--- src/design/cdq_pkg.sv ---
`timescale 1ns / 1ps
`default_nettype none
// ----------------------------------------------------------------------------
// Circular deque package
// Sizes, codes and beat types shared by the deque controller, datapath and
// top level.
// ----------------------------------------------------------------------------
package cdq_pkg;

  localparam int unsigned DEPTH       = 16;
  localparam int unsigned VALUE_WIDTH = 32;
  localparam int unsigned IDX_W       = $clog2(DEPTH);
  localparam int unsigned CNT_W       = 5;
  localparam int unsigned ADDR_W      = 3;
  localparam int unsigned CAP_RESET   = (DEPTH < 16) ? DEPTH : 16;

  localparam logic REG_CAPACITY = 1'b0;

  typedef enum logic [1:0] {
    ACT_PUSH_FRONT = 2'd0,
    ACT_PUSH_REAR  = 2'd1,
    ACT_POP_FRONT  = 2'd2,
    ACT_POP_REAR   = 2'd3
  } action_e;

  typedef enum logic [1:0] {
    STAT_DONE  = 2'd0,
    STAT_FULL  = 2'd1,
    STAT_EMPTY = 2'd2
  } status_e;

  typedef enum logic [1:0] {
    ST_IDLE,
    ST_EXEC,
    ST_RESP
  } ctrl_state_e;

  typedef struct packed {
    logic load;
    logic exec;
  } ctrl_cmd_t;

  typedef struct packed {
    logic             en;
    logic [CNT_W-1:0] value;
  } cfg_wr_t;

  typedef struct packed {
    logic [1:0]                    action;
    logic signed [VALUE_WIDTH-1:0] push_value;
  } in_beat_t;

  typedef struct packed {
    logic [1:0]                    status;
    logic signed [VALUE_WIDTH-1:0] pop_value;
    logic [CNT_W-1:0]              fill_count;
  } out_beat_t;

endpackage
`default_nettype wire

--- src/design/circular_double_ended_queue.sv ---
`timescale 1ns / 1ps
`default_nettype none
// ----------------------------------------------------------------------------
// Circular double-ended queue
// Ring-buffer deque with push/pop at either end and a programmable capacity.
// ----------------------------------------------------------------------------
// Each input beat is captured on acceptance, then executed (the indexes are
// updated and the ring memory, whose read data is registered, is accessed),
// then its result is presented and held for as long as out_ready_i is low; a
// new beat is accepted on the cycle after the result is taken, so the block
// takes no new beat before the last one is through, as set by the single-item
// controller sequence. The ring has no clearing pass and is usable right
// after reset. Capacity (register 0) is clamped to 1..16; writing it empties
// the deque.
module circular_double_ended_queue
  import cdq_pkg::*;
(
  input  wire logic              clk_i,
  input  wire logic              rst_ni,
  input  wire logic              in_valid_i,
  output logic                   in_ready_o,
  input  wire in_beat_t          in_data_i,
  output logic                   out_valid_o,
  input  wire logic              out_ready_i,
  output out_beat_t              out_data_o,
  input  wire logic              psel,
  input  wire logic              penable,
  input  wire logic              pwrite,
  input  wire logic [ADDR_W-1:0] paddr,
  input  wire logic [31:0]       pwdata,
  output logic [31:0]            prdata,
  output logic                   pready
);

  ctrl_cmd_t        cmd;
  cfg_wr_t          cfg_wr;
  logic [CNT_W-1:0] cap;
  logic             hit_cap;

  assign pready       = 1'b1;
  assign hit_cap      = (paddr[2] == REG_CAPACITY);
  assign cfg_wr.en    = psel & penable & pwrite & pready & hit_cap;
  assign cfg_wr.value = pwdata[CNT_W-1:0];
  assign prdata       = hit_cap ? {{(32 - CNT_W){1'b0}}, cap} : '0;

  cdq_ctrl u_ctrl (
    .clk_i       (clk_i),
    .rst_ni      (rst_ni),
    .in_valid_i  (in_valid_i),
    .in_ready_o  (in_ready_o),
    .out_valid_o (out_valid_o),
    .out_ready_i (out_ready_i),
    .cmd_o       (cmd)
  );

  cdq_dp u_dp (
    .clk_i      (clk_i),
    .rst_ni     (rst_ni),
    .cmd_i      (cmd),
    .cfg_wr_i   (cfg_wr),
    .in_data_i  (in_data_i),
    .out_data_o (out_data_o),
    .cap_o      (cap)
  );

endmodule
`default_nettype wire

--- src/design/cdq_ctrl.sv ---
`timescale 1ns / 1ps
`default_nettype none
// ----------------------------------------------------------------------------
// Circular deque controller
// Sequences one beat at a time: capture, execute, present the result.
// ----------------------------------------------------------------------------
module cdq_ctrl
  import cdq_pkg::*;
(
  input  wire logic      clk_i,
  input  wire logic      rst_ni,
  input  wire logic      in_valid_i,
  output logic           in_ready_o,
  output logic           out_valid_o,
  input  wire logic      out_ready_i,
  output ctrl_cmd_t      cmd_o
);

  ctrl_state_e state_q, state_d;

  always_ff @(posedge clk_i or negedge rst_ni) begin
    if (!rst_ni) begin
      state_q <= ST_IDLE;
    end else begin
      state_q <= state_d;
    end
  end

  always_comb begin
    state_d = state_q;
    unique case (state_q)
      ST_IDLE: begin
        if (in_valid_i) state_d = ST_EXEC;
      end
      ST_EXEC: begin
        state_d = ST_RESP;
      end
      ST_RESP: begin
        if (out_ready_i) state_d = ST_IDLE;
      end
      default: begin
        state_d = ST_IDLE;
      end
    endcase
  end

  always_comb begin
    in_ready_o  = 1'b0;
    out_valid_o = 1'b0;
    cmd_o       = '0;
    unique case (state_q)
      ST_IDLE: begin
        in_ready_o = 1'b1;
        cmd_o.load = in_valid_i;
      end
      ST_EXEC: begin
        cmd_o.exec = 1'b1;
      end
      ST_RESP: begin
        out_valid_o = 1'b1;
      end
      default: begin
        in_ready_o = 1'b0;
      end
    endcase
  end

endmodule
`default_nettype wire

--- src/design/cdq_dp.sv ---
`timescale 1ns / 1ps
`default_nettype none
// ----------------------------------------------------------------------------
// Circular deque datapath
// Ring storage, head and tail indexes, fill count, capacity register and the
// result register.
// ----------------------------------------------------------------------------
module cdq_dp
  import cdq_pkg::*;
(
  input  wire logic      clk_i,
  input  wire logic      rst_ni,
  input  wire ctrl_cmd_t cmd_i,
  input  wire cfg_wr_t   cfg_wr_i,
  input  wire in_beat_t  in_data_i,
  output out_beat_t      out_data_o,
  output logic [CNT_W-1:0] cap_o
);

  logic [VALUE_WIDTH-1:0] mem [DEPTH];
  logic [VALUE_WIDTH-1:0] rd_data_q;

  logic [1:0]             act_q;
  logic [VALUE_WIDTH-1:0] val_q;
  logic [IDX_W-1:0]       head_q, head_d, tail_q, tail_d;
  logic [CNT_W-1:0]       count_q, count_d, cap_q, cap_d;
  logic [1:0]             status_q, status_d;
  logic                   pop_ok_q, pop_ok_d;
  logic [CNT_W-1:0]       fill_q;

  logic                   wr_en, rd_en;
  logic [IDX_W-1:0]       wr_addr, rd_addr;
  logic [IDX_W-1:0]       head_up, head_dn, tail_up, tail_dn;
  logic                   full, empty;

  function automatic logic [IDX_W-1:0] step_up(logic [IDX_W-1:0] idx,
                                                logic [CNT_W-1:0] cap);
    logic [CNT_W-1:0] nxt;
    nxt = CNT_W'(idx) + CNT_W'(1);
    return (nxt >= cap) ? '0 : IDX_W'(nxt);
  endfunction

  function automatic logic [IDX_W-1:0] step_down(logic [IDX_W-1:0] idx,
                                                  logic [CNT_W-1:0] cap);
    logic [CNT_W-1:0] cm1;
    cm1 = cap - CNT_W'(1);
    return (idx == '0) ? IDX_W'(cm1) : idx - IDX_W'(1);
  endfunction

  assign head_up = step_up(head_q, cap_q);
  assign head_dn = step_down(head_q, cap_q);
  assign tail_up = step_up(tail_q, cap_q);
  assign tail_dn = step_down(tail_q, cap_q);
  assign full    = (count_q >= cap_q);
  assign empty   = (count_q == '0);

  always_comb begin
    cap_d = cap_q;
    if (cfg_wr_i.en) begin
      if (cfg_wr_i.value == '0) begin
        cap_d = CNT_W'(1);
      end else if (cfg_wr_i.value > CNT_W'(DEPTH)) begin
        cap_d = CNT_W'(DEPTH);
      end else begin
        cap_d = cfg_wr_i.value;
      end
    end
  end

  always_comb begin
    head_d   = head_q;
    tail_d   = tail_q;
    count_d  = count_q;
    status_d = STAT_DONE;
    pop_ok_d = 1'b0;
    wr_en    = 1'b0;
    rd_en    = 1'b0;
    wr_addr  = tail_q;
    rd_addr  = head_q;
    case (act_q)
      ACT_PUSH_FRONT: begin
        if (full) begin
          status_d = STAT_FULL;
        end else begin
          head_d  = head_dn;
          wr_en   = cmd_i.exec;
          wr_addr = head_dn;
          count_d = count_q + CNT_W'(1);
        end
      end
      ACT_PUSH_REAR: begin
        if (full) begin
          status_d = STAT_FULL;
        end else begin
          tail_d  = tail_up;
          wr_en   = cmd_i.exec;
          wr_addr = tail_q;
          count_d = count_q + CNT_W'(1);
        end
      end
      ACT_POP_FRONT: begin
        if (empty) begin
          status_d = STAT_EMPTY;
        end else begin
          head_d   = head_up;
          rd_en    = cmd_i.exec;
          rd_addr  = head_q;
          pop_ok_d = 1'b1;
          count_d  = count_q - CNT_W'(1);
        end
      end
      default: begin
        if (empty) begin
          status_d = STAT_EMPTY;
        end else begin
          tail_d   = tail_dn;
          rd_en    = cmd_i.exec;
          rd_addr  = tail_dn;
          pop_ok_d = 1'b1;
          count_d  = count_q - CNT_W'(1);
        end
      end
    endcase
  end

  always_ff @(posedge clk_i or negedge rst_ni) begin
    if (!rst_ni) begin
      cap_q   <= CNT_W'(CAP_RESET);
      head_q  <= '0;
      tail_q  <= '0;
      count_q <= '0;
    end else if (cfg_wr_i.en) begin
      cap_q   <= cap_d;
      head_q  <= '0;
      tail_q  <= '0;
      count_q <= '0;
    end else if (cmd_i.exec) begin
      head_q  <= head_d;
      tail_q  <= tail_d;
      count_q <= count_d;
    end
  end

  always_ff @(posedge clk_i) begin
    if (cmd_i.load) begin
      act_q <= in_data_i.action;
      val_q <= in_data_i.push_value;
    end
    if (cmd_i.exec) begin
      status_q <= status_d;
      pop_ok_q <= pop_ok_d;
      fill_q   <= count_d;
    end
  end

  always_ff @(posedge clk_i) begin
    if (wr_en) mem[wr_addr] <= val_q;
    if (rd_en) rd_data_q <= mem[rd_addr];
  end

  assign out_data_o.status     = status_q;
  assign out_data_o.pop_value  = pop_ok_q ? rd_data_q : '0;
  assign out_data_o.fill_count = fill_q;
  assign cap_o                 = cap_q;

  count_within_cap: assert property (@(posedge clk_i) disable iff (!rst_ni)
    count_q <= cap_q) else $error("fill count above capacity");

  head_within_cap: assert property (@(posedge clk_i) disable iff (!rst_ni)
    CNT_W'(head_q) < cap_q) else $error("head index outside ring");

  tail_within_cap: assert property (@(posedge clk_i) disable iff (!rst_ni)
    CNT_W'(tail_q) < cap_q) else $error("tail index outside ring");

endmodule
`default_nettype wire
--- config.mk ---
export PLATFORM = sky130hd
export DESIGN_NAME = circular_double_ended_queue
export DESIGN_NICKNAME = d
export VERILOG_FILES = /design/src/design/cdq_pkg.sv /design/src/design/circular_double_ended_queue.sv /design/src/design/cdq_ctrl.sv /design/src/design/cdq_dp.sv
export SDC_FILE = /design/constraint.sdc
export NUM_CORES = 1
export LEC_CHECK = 0
export BUFFER_PORTS_ARGS = -buffer_cell sky130_fd_sc_hd__buf_2
export CAP_MARGIN = 10
export CORE_AREA = 2 2 154 307
export CTS_CLUSTER_SIZE = 28
export DETAILED_ROUTE_END_ITERATION = 8
export DIE_AREA = 0 0 156 309
export GPL_ROUTABILITY_DRIVEN = 0
export HOLD_SLACK_MARGIN = 0.03
export PLACE_DENSITY_LB_ADDON = 0.12
export SLEW_MARGIN = 10
export SYNTH_ARGS = -nofsm -noshare
export SYNTH_HDL_FRONTEND = slang
export SYNTH_SLANG_ARGS = --single-unit
--- constraint.sdc ---
create_clock -name clk_i -period 6.3 [get_ports clk_i]
set_input_delay 0.315 -clock clk_i [delete_from_list [all_inputs] [get_ports clk_i]]
set_output_delay 0.315 -clock clk_i [all_outputs]
set_load 0.01 [all_outputs]
==> results.txt, run 1 <==
Filler cells -> 3,274
Initial DRC Count -> 1,781
CP Max Fanout -> 66
largest cells by area after synthesis -> edfxtp_1 (64%), mux2i_1 (4.9%), a21oi_1 (4.7%)
layout cells sized above 1 -> 15.3%
routed vias/inst -> 6.65
Post-CTS Setup Inserts -> 0
Max Cap Viol -> 0
Power Density -> 450 nW/um2
count of unique library cells instantiated by Yosys -> 62
Max Used Layer -> met4
clk slew on worst S/H paths -> 0.07 ns
fmax -> 214 MHz
CTS H-tree lvls -> 2
Core Box Area -> 45,700 um2
DRT Pass-1 Iters -> 5
wire per inst -> 27.4 um
Final Skew -> 0.0295 ns
Internal Power -> 8530 uW
P_sw -> 5160 uW
initial antenna violation count -> 0
RR Endpoint -> u_dp.rd_data_q[21]$_DFFE_PP_
Synth area leader -> edfxtp_1
DRC viols -> 0
Sequential Power Share -> 39.0%
element type at the critical path start -> flip-flop
clk_lat worst skew -> 0.61 ns
vias in the first global route -> 18.7k
Final Critical Period -> 4.68 ns
Top FF cell, synth -> edfxtp_1
crit-path max cell delay -> 0.82 ns
Diodes inserted -> 0
Routed Antenna Nets -> 0
Clock Power Share -> 24.0%
Logic pwr share -> 37.0%
most frequent cells in the layout -> edfxtp_1 (586), nand2_1 (273), a21oi_1 (259)
mapped cell area -> 27,300 um2
CTS Hold Bufs -> 42
r2r setup slk -> 1.62 ns
area of the multi-input gates -> 8530 um2
Die Width -> 156 um
met3 wire len -> 5100 um
run status -> finished clean
Yosys top cell area share -> 64.4%
R2R depth -> 10
RSZ-0062 raised after global routing -> no
setup TNS -> 0 ns
register bit count reported by yosys -> 606
Via Count -> 18.0k
Worst Tran Pin Value -> 1.22 ns
FF/Latch Area -> 18,100 um2
worst hold stages -> 4
wirelength, routed -> 74,000 um
maximum vdd drop -> 0.000438 V
crit end category -> flip-flop
final setup fails -> 0
RR Startpoint -> u_dp.tail_q[0]$_DFFE_PN0P_
Final Hold Vio Count -> 0
cell-by-cell trace of the critical path -> inv_1, ha_1, nor3b_1, mux2i_4, buf_4, buf_4, nand2_1, a21oi_1, o221ai_1, nand4_1
M1 WL -> 27,000 um
Tot Pwr -> 13,700 uW
min-delay src -> psel
hpwl dp -> 40,000 um
Post-Syn Instances -> 2,005
syn_area_per_cell -> 13.6 um2
Slew Viols, Final -> 0
final net count -> 2,195
port bufs -> 92
Lkg Pwr -> 0.0104 uW
crit share post-route -> 74.3%
die height -> 309 um
Post-synth EDFFs -> 586
first-pass GRT wire length -> 110,000 um
area delta synth->final -> 11.2%
Initial Util -> 59.8%
Placed Area -> 28,300 um2
Hold/Removal Path Class -> primary input to flip-flop
post-cts resize count -> 0
Switching Share -> 37.7%
root buf cell -> clkbuf_16
worst setup path category -> flip-flop to flip-flop
Longest Clk Path Bufs -> 3
register area share after synthesis -> 66.3%
Design Area, Final -> 30,400 um2
Top Ports -> 150
Hold EP -> u_dp.head_q[3]$_DFFE_PN0P_
TritonCTS Buffers -> 51
met2 WL -> 38,500 um
headroom to the max-slew limit -> 18.1%
async set or reset register ratio after synthesis -> 3.30%
CP dominant cell by count -> buf_4
Rows -> 111
Arr. time, crit path -> 5.13 ns
largest net degree at the start of global routing -> 96
gr ovfl total -> 0
clk sinks -> 606
commonest non-fill, non-tap cell in the layout -> edfxtp_1
Slowest-stage cell, CP -> buf_4
TritonCTS clock tree -> built
Total GRT Usage -> 30.8%
Synth Warn # -> 0
full die area -> 48,200 um2
Required @ worst endpoint -> 6.75 ns
[synthesized netlist by cell type (5+ instances only)]
cell type and count:
edfxtp_1 586, nand2_1 273, a21oi_1 259, mux2i_1 135
o221ai_1 125, clkbuf_1 108, mux2_2 73, mux2_1 57
nor2_1 48, and2_1 37, nand4_1 32, buf_4 29
ha_1 23, dfrtp_1 19, inv_1 18, o21ai_0 17
nand2b_1 12, a211oi_1 11, buf_2 10, buf_8 9
a22oi_1 8, nand3_1 8, a21o_1 7, a31oi_1 7
nor3_1 7, xnor2_1 7, buf_6 6, a211o_1 5
buf_1 5, nor2b_1 5, nor3b_1 5, xor2_1 5
[worst max-delay path, delay by kind of cell (launching register included)]
family / cells / cell delay (ns)
flops: 1 / 0.52
compound gates: 2 / 0.36
fa+ha+maj: 1 / 0.25
buf+inv: 3 / 1.83
simple gates: 3 / 1.09
mux: 1 / 0.39
[metrics by stage]
step	utilization [%]	hold WS, ns	cells	worst slack, ns
floorplan	-	0.0194	2031	2.25
global placement	61.8	0.289	2566	1.78
detailed placement	61.8	0.305	2566	1.70
CTS	66.5	0.120	2701	1.70
global route	66.5	0.132	2701	1.46
finish	66.5	0.138	2701	1.62
[layout make-up]
class | count | area share [%]
Clock buffer | 55 | 4.25
Clock inverter | 38 | 1.36
Inverter | 18 | 0.222
Multi-Input combinational cell | 1239 | 28.1
Sequential cell | 606 | 59.6
Tap cell | 565 | 2.33
Timing Repair Buffer | 180 | 4.16
[layer usage]
| metal | vias to the layer above | track usage (%) |
|---|---|---|
| met4 | 0 | 14.6 |
| met2 | 913 | 54.9 |
| met5 | - | 0 |
| met1 | 9033 | 37.5 |
| met3 | 191 | 3.21 |
| li1 | 7819 | - |
[cells by family after synthesis]
kind of cell	count (synthesis)	share of synthesized area (%)
mux	267	10.5
buf+inv	186	3.60
simple gates	446	7.37
fa+ha+maj	23	1.05
other cells	2	0.0275
flops	606	66.3
xor+xnor	12	0.385
compound gates	463	10.8
[flip-flops by register name, summed over array words and instances, names as in the netlist]
| register | flops |
|---|---|
| u_dp.mem | 512 |
| u_dp.rd_data_q | 32 |
| u_dp.val_q | 32 |
| u_dp.cap_o | 5 |
| u_dp.count_q | 5 |
| u_dp.fill_q | 5 |
| u_dp.head_q | 4 |
| u_dp.tail_q | 4 |
| u_ctrl.state_q | 2 |
| u_dp.act_q | 2 |
| u_dp.status_q | 2 |
| u_dp.pop_ok_q | 1 |
[power groups by stage]
| stage | Clock [uW] | Sequential (uW) | Combinational [uW] |
|---|---|---|---|
| after floorplan | 0 | 5160 | 3690 |
| after global placement | 0 | 5390 | 4900 |
| after detailed placement | 0 | 5410 | 4990 |
| after CTS | 3310 | 5330 | 5040 |
| after global routing | 3450 | 5380 | 5410 |
| final | 3290 | 5340 | 5060 |
[how the worst max path moves through the flow]
stage	from	to	slack, ns	depth (start not counted)
CTS	u_dp.tail_q[0]$_DFFE_PN0P_	u_dp.rd_data_q[21]$_DFFE_PP_	1.70	10
global route	u_dp.tail_q[0]$_DFFE_PN0P_	u_dp.rd_data_q[15]$_DFFE_PP_	1.46	10
global placement	u_dp.tail_q[0]$_DFFE_PN0P_	u_dp.rd_data_q[14]$_DFFE_PP_	1.78	10
finish	u_dp.tail_q[0]$_DFFE_PN0P_	u_dp.rd_data_q[21]$_DFFE_PP_	1.62	10
floorplan	u_dp.count_q[0]$_DFFE_PN0N_	u_dp.mem[11][0]$_DFFE_PP_	2.25	8
detailed placement	u_dp.tail_q[0]$_DFFE_PN0P_	u_dp.rd_data_q[9]$_DFFE_PP_	1.70	10
No activity file was read; power rests on OpenSTA's default activity.
==> inputs of run 2 (changes only) <==
==> constraint.sdc (replaced) <==
create_clock -name clk_i -period 4.5 [get_ports clk_i]
set_input_delay 0.225 -clock clk_i [delete_from_list [all_inputs] [get_ports clk_i]]
set_output_delay 0.225 -clock clk_i [all_outputs]
set_load 0.01 [all_outputs]
==> run 2 against run 1 <==
Combinational power increased by 50%. First-iteration DRC count decreased by 0.84%. Utilization increased by 0.71 points. Sequential cell count unchanged. Wire length decreased by 1.2%.
==> results.txt, run 2 (same netlist as run 1, synthesis figures left out) <==
layout cells sized above 1 -> 15.8% (was 15.3%)
Total GRT Usage -> 30.5% (was 30.8%)
root buf cell -> clkbuf_16 (unchanged)
run status -> finished clean (unchanged)
clk_lat worst skew -> 0.60 ns (was 0.61 ns)
Hold/Removal Path Class -> primary input to async pin (was primary input to flip-flop)
CP Max Fanout -> 24 (was 66)
pre-CTS setup slack -> 0.678 ns (was 1.70 ns)
CTS H-tree lvls -> 2 (unchanged)
Routed Antenna Nets -> 0 (unchanged)
Tot Pwr -> 19,300 uW (was 13,700 uW)
Required @ worst endpoint -> 4.72 ns (was 6.75 ns)
routed vias/inst -> 6.63 (was 6.65)
Power Density -> 629 nW/um2 (was 450 nW/um2)
TritonCTS Buffers -> 51 (unchanged)
Diodes inserted -> 0 (unchanged)
Die Width -> 156 um (unchanged)
Worst Tran Pin Value -> 1.48 ns (was 1.22 ns)
vias in the first global route -> 18.5k (was 18.7k)
Final Critical Period -> 3.86 ns (was 4.68 ns)
wire per inst -> 26.9 um (was 27.4 um)
area delta synth->final -> 12.4% (was 11.2%)
crit-path max cell delay -> 0.56 ns (was 0.82 ns)
final setup fails -> 0 (unchanged)
Slew Viols, Final -> 0 (unchanged)
Final Hold Vio Count -> 0 (unchanged)
Arr. time, crit path -> 4.08 ns (was 5.13 ns)
TritonCTS clock tree -> built (unchanged)
setup TNS -> 0 ns (unchanged)
commonest non-fill, non-tap cell in the layout -> edfxtp_1 (unchanged)
Final Skew -> 0.0238 ns (was 0.0295 ns)
Initial DRC Count -> 1,766 (was 1,781)
Core Box Area -> 45,700 um2 (unchanged)
maximum vdd drop -> 0.000854 V (was 0.000438 V)
DRT Pass-1 Iters -> 6 (was 5)
clk slew on worst S/H paths -> 0.07 ns (about the same)
R2R depth -> 9 (was 10)
element type at the critical path start -> flip-flop (unchanged)
final worst slack -> 0.638 ns (was 1.62 ns)
Stages on worst setup path -> 9 (was 10)
full die area -> 48,200 um2 (unchanged)
fmax -> 259 MHz (was 214 MHz)
Lkg Pwr -> 0.0105 uW (was 0.0104 uW)
RSZ-0062 raised after global routing -> no (unchanged)
crit share post-route -> 85.8% (was 74.3%)
crit path buf inv count -> 2 (was 3)
Via Count -> 18.0k (about the same)
crit end category -> flip-flop (unchanged)
hpwl dp -> 40,600 um (was 40,000 um)
Design Area, Final -> 30,700 um2 (was 30,400 um2)
Initial Util -> 59.8% (unchanged)
Top Ports -> 150 (unchanged)
Most flops, register -> u_dp.mem (unchanged)
Placed Area -> 28,600 um2 (was 28,300 um2)
wirelength, routed -> 73,100 um (was 74,000 um)
largest registers -> u_dp.mem: 512 flops, u_dp.rd_data_q: 32 flops, u_dp.val_q: 32 flops (unchanged)
Longest Clk Path Bufs -> 3 (unchanged)
most frequent cells in the layout -> edfxtp_1 (586), nand2_1 (273), a21oi_1 (259) (unchanged)
first-pass GRT wire length -> 109,000 um (was 110,000 um)
max reg flops -> 512 (unchanged)
clk sinks -> 606 (unchanged)
worst setup path category -> flip-flop to flip-flop (unchanged)
cell-by-cell trace of the critical path -> inv_1, ha_1, nand2b_1, a21o_1, a211o_1, a21oi_1, mux2i_1, nor2_4, buf_4 (was inv_1, ha_1, nor3b_1, mux2i_4, buf_4, buf_4, nand2_1, a21oi_1, o221ai_1, nand4_1)
port bufs -> 92 (unchanged)
headroom to the max-slew limit -> 1.60% (was 18.1%)
die height -> 309 um (unchanged)
gr ovfl total -> 0 (unchanged)
Max Cap Viol -> 0 (unchanged)
final net count -> 2,215 (was 2,195)
CP top delay family -> compound AO/OA/AOI/OAI gates (was buffers and inverters)
initial antenna violation count -> 0 (unchanged)
largest net degree at the start of global routing -> 129 (was 96)
DRC viols -> 0 (unchanged)
Finished Core Util -> 67.2% (was 66.5%)
Rows -> 111 (unchanged)
Slowest-stage cell, CP -> buf_4 (unchanged)
[run 2: cell types whose count changed in the layout (fill, tap and decap cells not counted), moves of 2 or more]
cell	previous run	this run
buf_12	3	25
clkinv_4	3	1
bufinv_16	8	4
dlygate4sd3_1	42	45
clkinvlp_4	3	6
buf_4	43	37
clkbuf_1	4	6
inv_6	5	3
[run 2: where the power goes]
group	internal (uW)	switching [uW]
clock network	2320	2010
logic	2790	4810
registers	6890	486
[run 2: metal layers]
layer  track usage [%]  part of all wire, %
met5                 0                    0
met3              3.54                  6.9
met4              16.0                  5.5
met2              54.9                   52
met1              35.7                   35
[run 2: layout make-up]
| cell class | instances | area, um2 |
|---|---|---|
| Sequential cell | 606 | 18100 |
| Clock inverter | 36 | 302 |
| Timing Repair Buffer | 200 | 1690 |
| Fill cell | 3142 | 15000 |
| Tap cell | 565 | 707 |
| Multi-Input combinational cell | 1239 | 8530 |
| Inverter | 18 | 67.6 |
| Clock buffer | 57 | 1300 |
[run 2: path summary, 6_finish.rpt]
check | start | end | slack (ns)
setup reg to reg | u_dp.count_q[0]$_DFFE_PN0N_ | u_dp.mem[6][18]$_DFFE_PP_ | 0.64
max in group asynchronous | rst_ni | u_dp.head_q[0]$_DFFE_PN0P_ | 3.96
hold reg to reg | u_ctrl.state_q[1]$_DFFE_PN0P_ | u_ctrl.state_q[1]$_DFFE_PN0P_ | 0.61
hold / removal | rst_ni | u_ctrl.state_q[1]$_DFFE_PN0P_ | 0.15
setup / recovery | u_dp.count_q[0]$_DFFE_PN0N_ | u_dp.mem[6][18]$_DFFE_PP_ | 0.64
min in group clk_i | in_data_i[4] | u_dp.val_q[4]$_DFFE_PP_ | 0.33
[run 2: what timing repair did]
item | in CTS | in global routing
buffers inserted | 0 | 0
hold endpoints to repair | 62 | 0
resized for setup | 0 | 0
hold buffers | 45 | 0
[run 2: through the flow]
| stage | hold slack (ns) | std cells |
|---|---|---|
| final | 0.154 | 2721 |
| after floorplan | -0.0706 | 2031 |
| after detailed placement | 0.222 | 2582 |
| after global routing | 0.207 | 2721 |
| after global placement | 0.207 | 2582 |
| after CTS | 0.127 | 2720 |
==> inputs of run 3 (changes only) <==
--- a/config.mk
+++ b/config.mk
@@ -7,14 +7,14 @@
 export LEC_CHECK = 0
 export BUFFER_PORTS_ARGS = -buffer_cell sky130_fd_sc_hd__buf_2
 export CAP_MARGIN = 10
-export CORE_AREA = 2 2 154 307
+export CORE_AREA = 3 3 150 297
 export CTS_CLUSTER_SIZE = 28
 export DETAILED_ROUTE_END_ITERATION = 8
-export DIE_AREA = 0 0 156 309
-export GPL_ROUTABILITY_DRIVEN = 0
+export DIE_AREA = 0 0 153 300
 export HOLD_SLACK_MARGIN = 0.03
 export PLACE_DENSITY_LB_ADDON = 0.12
 export SLEW_MARGIN = 10
 export SYNTH_ARGS = -nofsm -noshare
 export SYNTH_HDL_FRONTEND = slang
+export SYNTH_HIERARCHICAL = 1
 export SYNTH_SLANG_ARGS = --single-unit
==> run 3 against run 2 <==
Fmax is 1.2% lower. Non-clock buffer count down 18. Final cell count decreased by 8.3%. Clock power rose by 4%. Combinational power decreased by 13%. Register-to-register slack got worse by 0.05 ns. Critical path depth unchanged. Clock skew decreased by 0.014 ns. Sequential share of layout area is 4.5 points higher. Wire length fell by 12%. Critical endpoint is now u_dp/rd_data_q[5]$_DFFE_PP_. Highest routed layer unchanged.
==> results.txt, run 3 <==
run status -> finished clean (unchanged)
largest net degree at the start of global routing -> 124 (was 129)
Filler cells -> 2,958 (was 3,142)
Initial Util -> 59.1% (was 59.8%)
Synth Warn # -> 6 (was 0)
Clock Power Share -> 24.4% (was 22.4%)
Most flops, register -> u_dp/mem (was u_dp.mem)
CTS H-tree lvls -> 2 (unchanged)
worst setup path category -> flip-flop to flip-flop (unchanged)
wire per inst -> 25.8 um (was 26.9 um)
async set or reset register ratio after synthesis -> 3.30% (unchanged)
post-cts resize count -> 0 (unchanged)
TritonCTS clock tree -> built (unchanged)
layout cells sized above 1 -> 14.9% (was 15.8%)
initial antenna violation count -> 0 (unchanged)
wirelength, routed -> 64,300 um (was 73,100 um)
max reg flops -> 512 (unchanged)
die height -> 300 um (was 309 um)
Diodes inserted -> 0 (unchanged)
register area share after synthesis -> 71.7% (was 66.3%)
hpwl dp -> 35,000 um (was 40,600 um)
final setup fails -> 0 (unchanged)
Final Hold Vio Count -> 0 (unchanged)
commonest non-fill, non-tap cell in the layout -> edfxtp_1 (unchanged)
maximum vdd drop -> 0.000598 V (was 0.000854 V)
Initial DRC Count -> 1,442 (was 1,766)
crit share post-route -> 86.9% (was 85.8%)
final net count -> 2,011 (was 2,215)
DRC viols -> 0 (unchanged)
DRT Pass-1 Iters -> 5 (was 6)
TritonCTS Buffers -> 51 (unchanged)
Longest Clk Path Bufs -> 3 (unchanged)
Logic pwr share -> 36.0% (was 39.4%)
area delta synth->final -> 13.0% (was 12.4%)
fmax -> 256 MHz (was 259 MHz)
routed vias/inst -> 6.39 (was 6.63)
most common cell in the netlist -> edfxtp_1 (unchanged)
P_sw -> 6620 uW (was 7300 uW)
RD Place Congestion -> 0.846
area of the multi-input gates -> 6570 um2 (was 8530 um2)
Internal Power -> 11,800 uW (was 12,000 uW)
mapped cell area -> 25,200 um2 (was 27,300 um2)
port bufs -> 92 (unchanged)
largest registers -> u_dp/mem: 512 flops, u_dp/rd_data_q: 32 flops, u_dp/val_q: 32 flops (was u_dp.mem: 512 flops, u_dp.rd_data_q: 32 flops, u_dp.val_q: 32 flops)
Synth area leader -> edfxtp_1 (unchanged)
setup TNS -> 0 ns (unchanged)
Required @ worst endpoint -> 4.82 ns (was 4.72 ns)
Arr. time, crit path -> 4.23 ns (was 4.08 ns)
Top FF cell, synth -> edfxtp_1 (unchanged)
Hold/Removal Path Class -> primary input to async pin (unchanged)
most frequent cells in the layout -> edfxtp_1 (586), nand2_1 (284), a21oi_1 (163) (was edfxtp_1 (586), nand2_1 (273), a21oi_1 (259))
Total GRT Usage -> 27.6% (was 30.5%)
Finished Core Util -> 66.8% (was 67.2%)
CP Max Fanout -> 32 (was 24)
crit end category -> flip-flop (unchanged)
FF/Latch Area -> 18,100 um2 (about the same)
commonest cells in the netlist -> edfxtp_1 (586), nand2_1 (284), a21oi_1 (163) (was edfxtp_1 (586), nand2_1 (273), a21oi_1 (259))
Post-synth EDFFs -> 586 (unchanged)
Routed Antenna Nets -> 0 (unchanged)
gr ovfl total -> 0 (unchanged)
Top Ports -> 150 (unchanged)
Max Cap Viol -> 0 (unchanged)
Final Skew -> 0.0102 ns (was 0.0238 ns)
count of unique library cells instantiated by Yosys -> 64 (was 62)
clk slew on worst S/H paths -> 0.06 ns (was 0.07 ns)
Rows -> 107 (was 111)
Switching Share -> 35.8% (was 37.8%)
Via Count -> 15.9k (was 18.0k)
Critical path origin -> u_dp/tail_q[0]$_DFFE_PN0P_ (was u_dp.count_q[0]$_DFFE_PN0N_)
element type at the critical path start -> flip-flop (unchanged)
Yosys top cell area share -> 69.7% (was 64.4%)
first-pass GRT wire length -> 95,400 um (was 109,000 um)
Die Width -> 153 um (was 156 um)
headroom to the max-slew limit -> 16.3% (was 1.60%)
Final Critical Period -> 3.91 ns (was 3.86 ns)
register bit count reported by yosys -> 606 (unchanged)
Lkg Pwr -> 0.00972 uW (was 0.0105 uW)
Core Box Area -> 42,700 um2 (was 45,700 um2)
largest cells by area after synthesis -> edfxtp_1 (70%), nand2_1 (4.2%), a21oi_1 (3.2%) (was edfxtp_1 (64%), mux2i_1 (4.9%), a21oi_1 (4.7%))
vias in the first global route -> 15.9k (was 18.5k)
clk_lat worst skew -> 0.58 ns (was 0.60 ns)
Power Density -> 647 nW/um2 (was 629 nW/um2)
RR Startpoint -> u_dp/tail_q[0]$_DFFE_PN0P_ (was u_dp.count_q[0]$_DFFE_PN0N_)
syn_area_per_cell -> 14.1 um2 (was 13.6 um2)
Worst Tran Pin Value -> 1.25 ns (was 1.48 ns)
Sequential Power Share -> 39.5% (was 38.2%)
RSZ-0062 raised after global routing -> no (unchanged)
root buf cell -> clkbuf_16 (unchanged)
Post-Syn Instances -> 1,793 (was 2,005)
full die area -> 45,900 um2 (was 48,200 um2)
Slew Viols, Final -> 0 (unchanged)
clk sinks -> 606 (unchanged)
==> run 3: changes by cell type after synthesis, sizes merged, moves of 30 or more <==
| cell | delta |
|---|---|
| mux2i | -127 |
| mux2 | -96 |
| a21oi | -95 |
| o221ai | -93 |
| a211oi | +53 |
| clkbuf | -42 |
| nand3 | +33 |
| o22a | +32 |
| nand4 | -31 |
| a32oi | +30 |
==> run 3: final cells by class <==
type | count | area share [%]
sequential | 606 | 63.4
multi-input combinational | 1051 | 23.0
timing repair buffer | 182 | 4.99
clock buffer | 63 | 4.63
tap | 545 | 2.39
clock inverter | 27 | 1.27
inverter | 20 | 0.263
==> run 3: logic make-up after synthesis <==
logic type / after synthesis / synth area share [%]
mux: 43 / 1.87
compound gates: 458 / 13.2
flops: 606 / 71.7
xor+xnor: 9 / 0.312
simple gates: 490 / 8.43
other cells: 2 / 0.0297
fa+ha+maj: 23 / 1.14
buf+inv: 162 / 3.35
==> run 3: power by group through the flow <==
stage,clock [uW],combinational [uW],sequential (uW)
6_report,4510,6650,7300
5_1_grt,4780,7170,7350
3_3_place_gp,0,6380,7390
4_1_cts,4580,6620,7290
3_5_place_dp,0,6540,7410
2_1_floorplan,0,4690,7220
==> run 3: per-layer routing <==
metal	vias to the layer above	wire length (um)	GRT usage, %
met3	179	3870	2.94
met4	0	2940	12.5
met5	-	0	0
met1	7974	23300	33.2
li1	7073	-	-
met2	721	34200	50.0
==> run 3: final timing paths <==
check | endpoint | slack [ns] | cells past startpoint
worst max-delay path | u_dp/rd_data_q[5]$_DFFE_PP_ | 0.59 | 9
worst min-delay path | u_dp/cap_o[0]$_DFFE_PN0P_ | 0.15 | 2
worst max register to register | u_dp/rd_data_q[5]$_DFFE_PP_ | 0.59 | 9
worst min register to register | u_ctrl/state_q[0]$_DFFE_PN0P_ | 0.62 | 2
max in group asynchronous | u_dp/head_q[0]$_DFFE_PN0P_ | 3.98 | 2
min in group clk_i | u_dp/val_q[29]$_DFFE_PP_ | 0.35 | 2
==> run 3: through the flow <==
step | total power (uW) | hold slack (ns) | instances | worst slack (ns) | instance area [um2]
after CTS | 18500 | 0.144 | 2492 | 0.599 | 28500
final | 18500 | 0.154 | 2494 | 0.591 | 28500
after floorplan | 11900 | -0.0706 | 1819 | 0.774 | 25300
after detailed placement | 13900 | 0.221 | 2359 | 0.611 | 26400
after global placement | 13800 | 0.223 | 2359 | 0.647 | 26400
after global routing | 19300 | 0.190 | 2494 | 0.380 | 28500
==> run 3: what timing repair did <==
action	in CTS	in global routing
endpoints found under the hold margin	61	0
setup buffers	0	0
hold buffers	43	0
==> run 3: worst max-delay path, cell delays in order (launching register included) <==
cell     delay [ns]
dfrtp_1        0.50
inv_1          0.15
ha_1           0.22
nor3b_2        0.32
mux2_2         0.42
o21ai_4        0.95
buf_4          0.46
a32o_1         0.22
o32ai_1        0.08
a221o_1        0.31
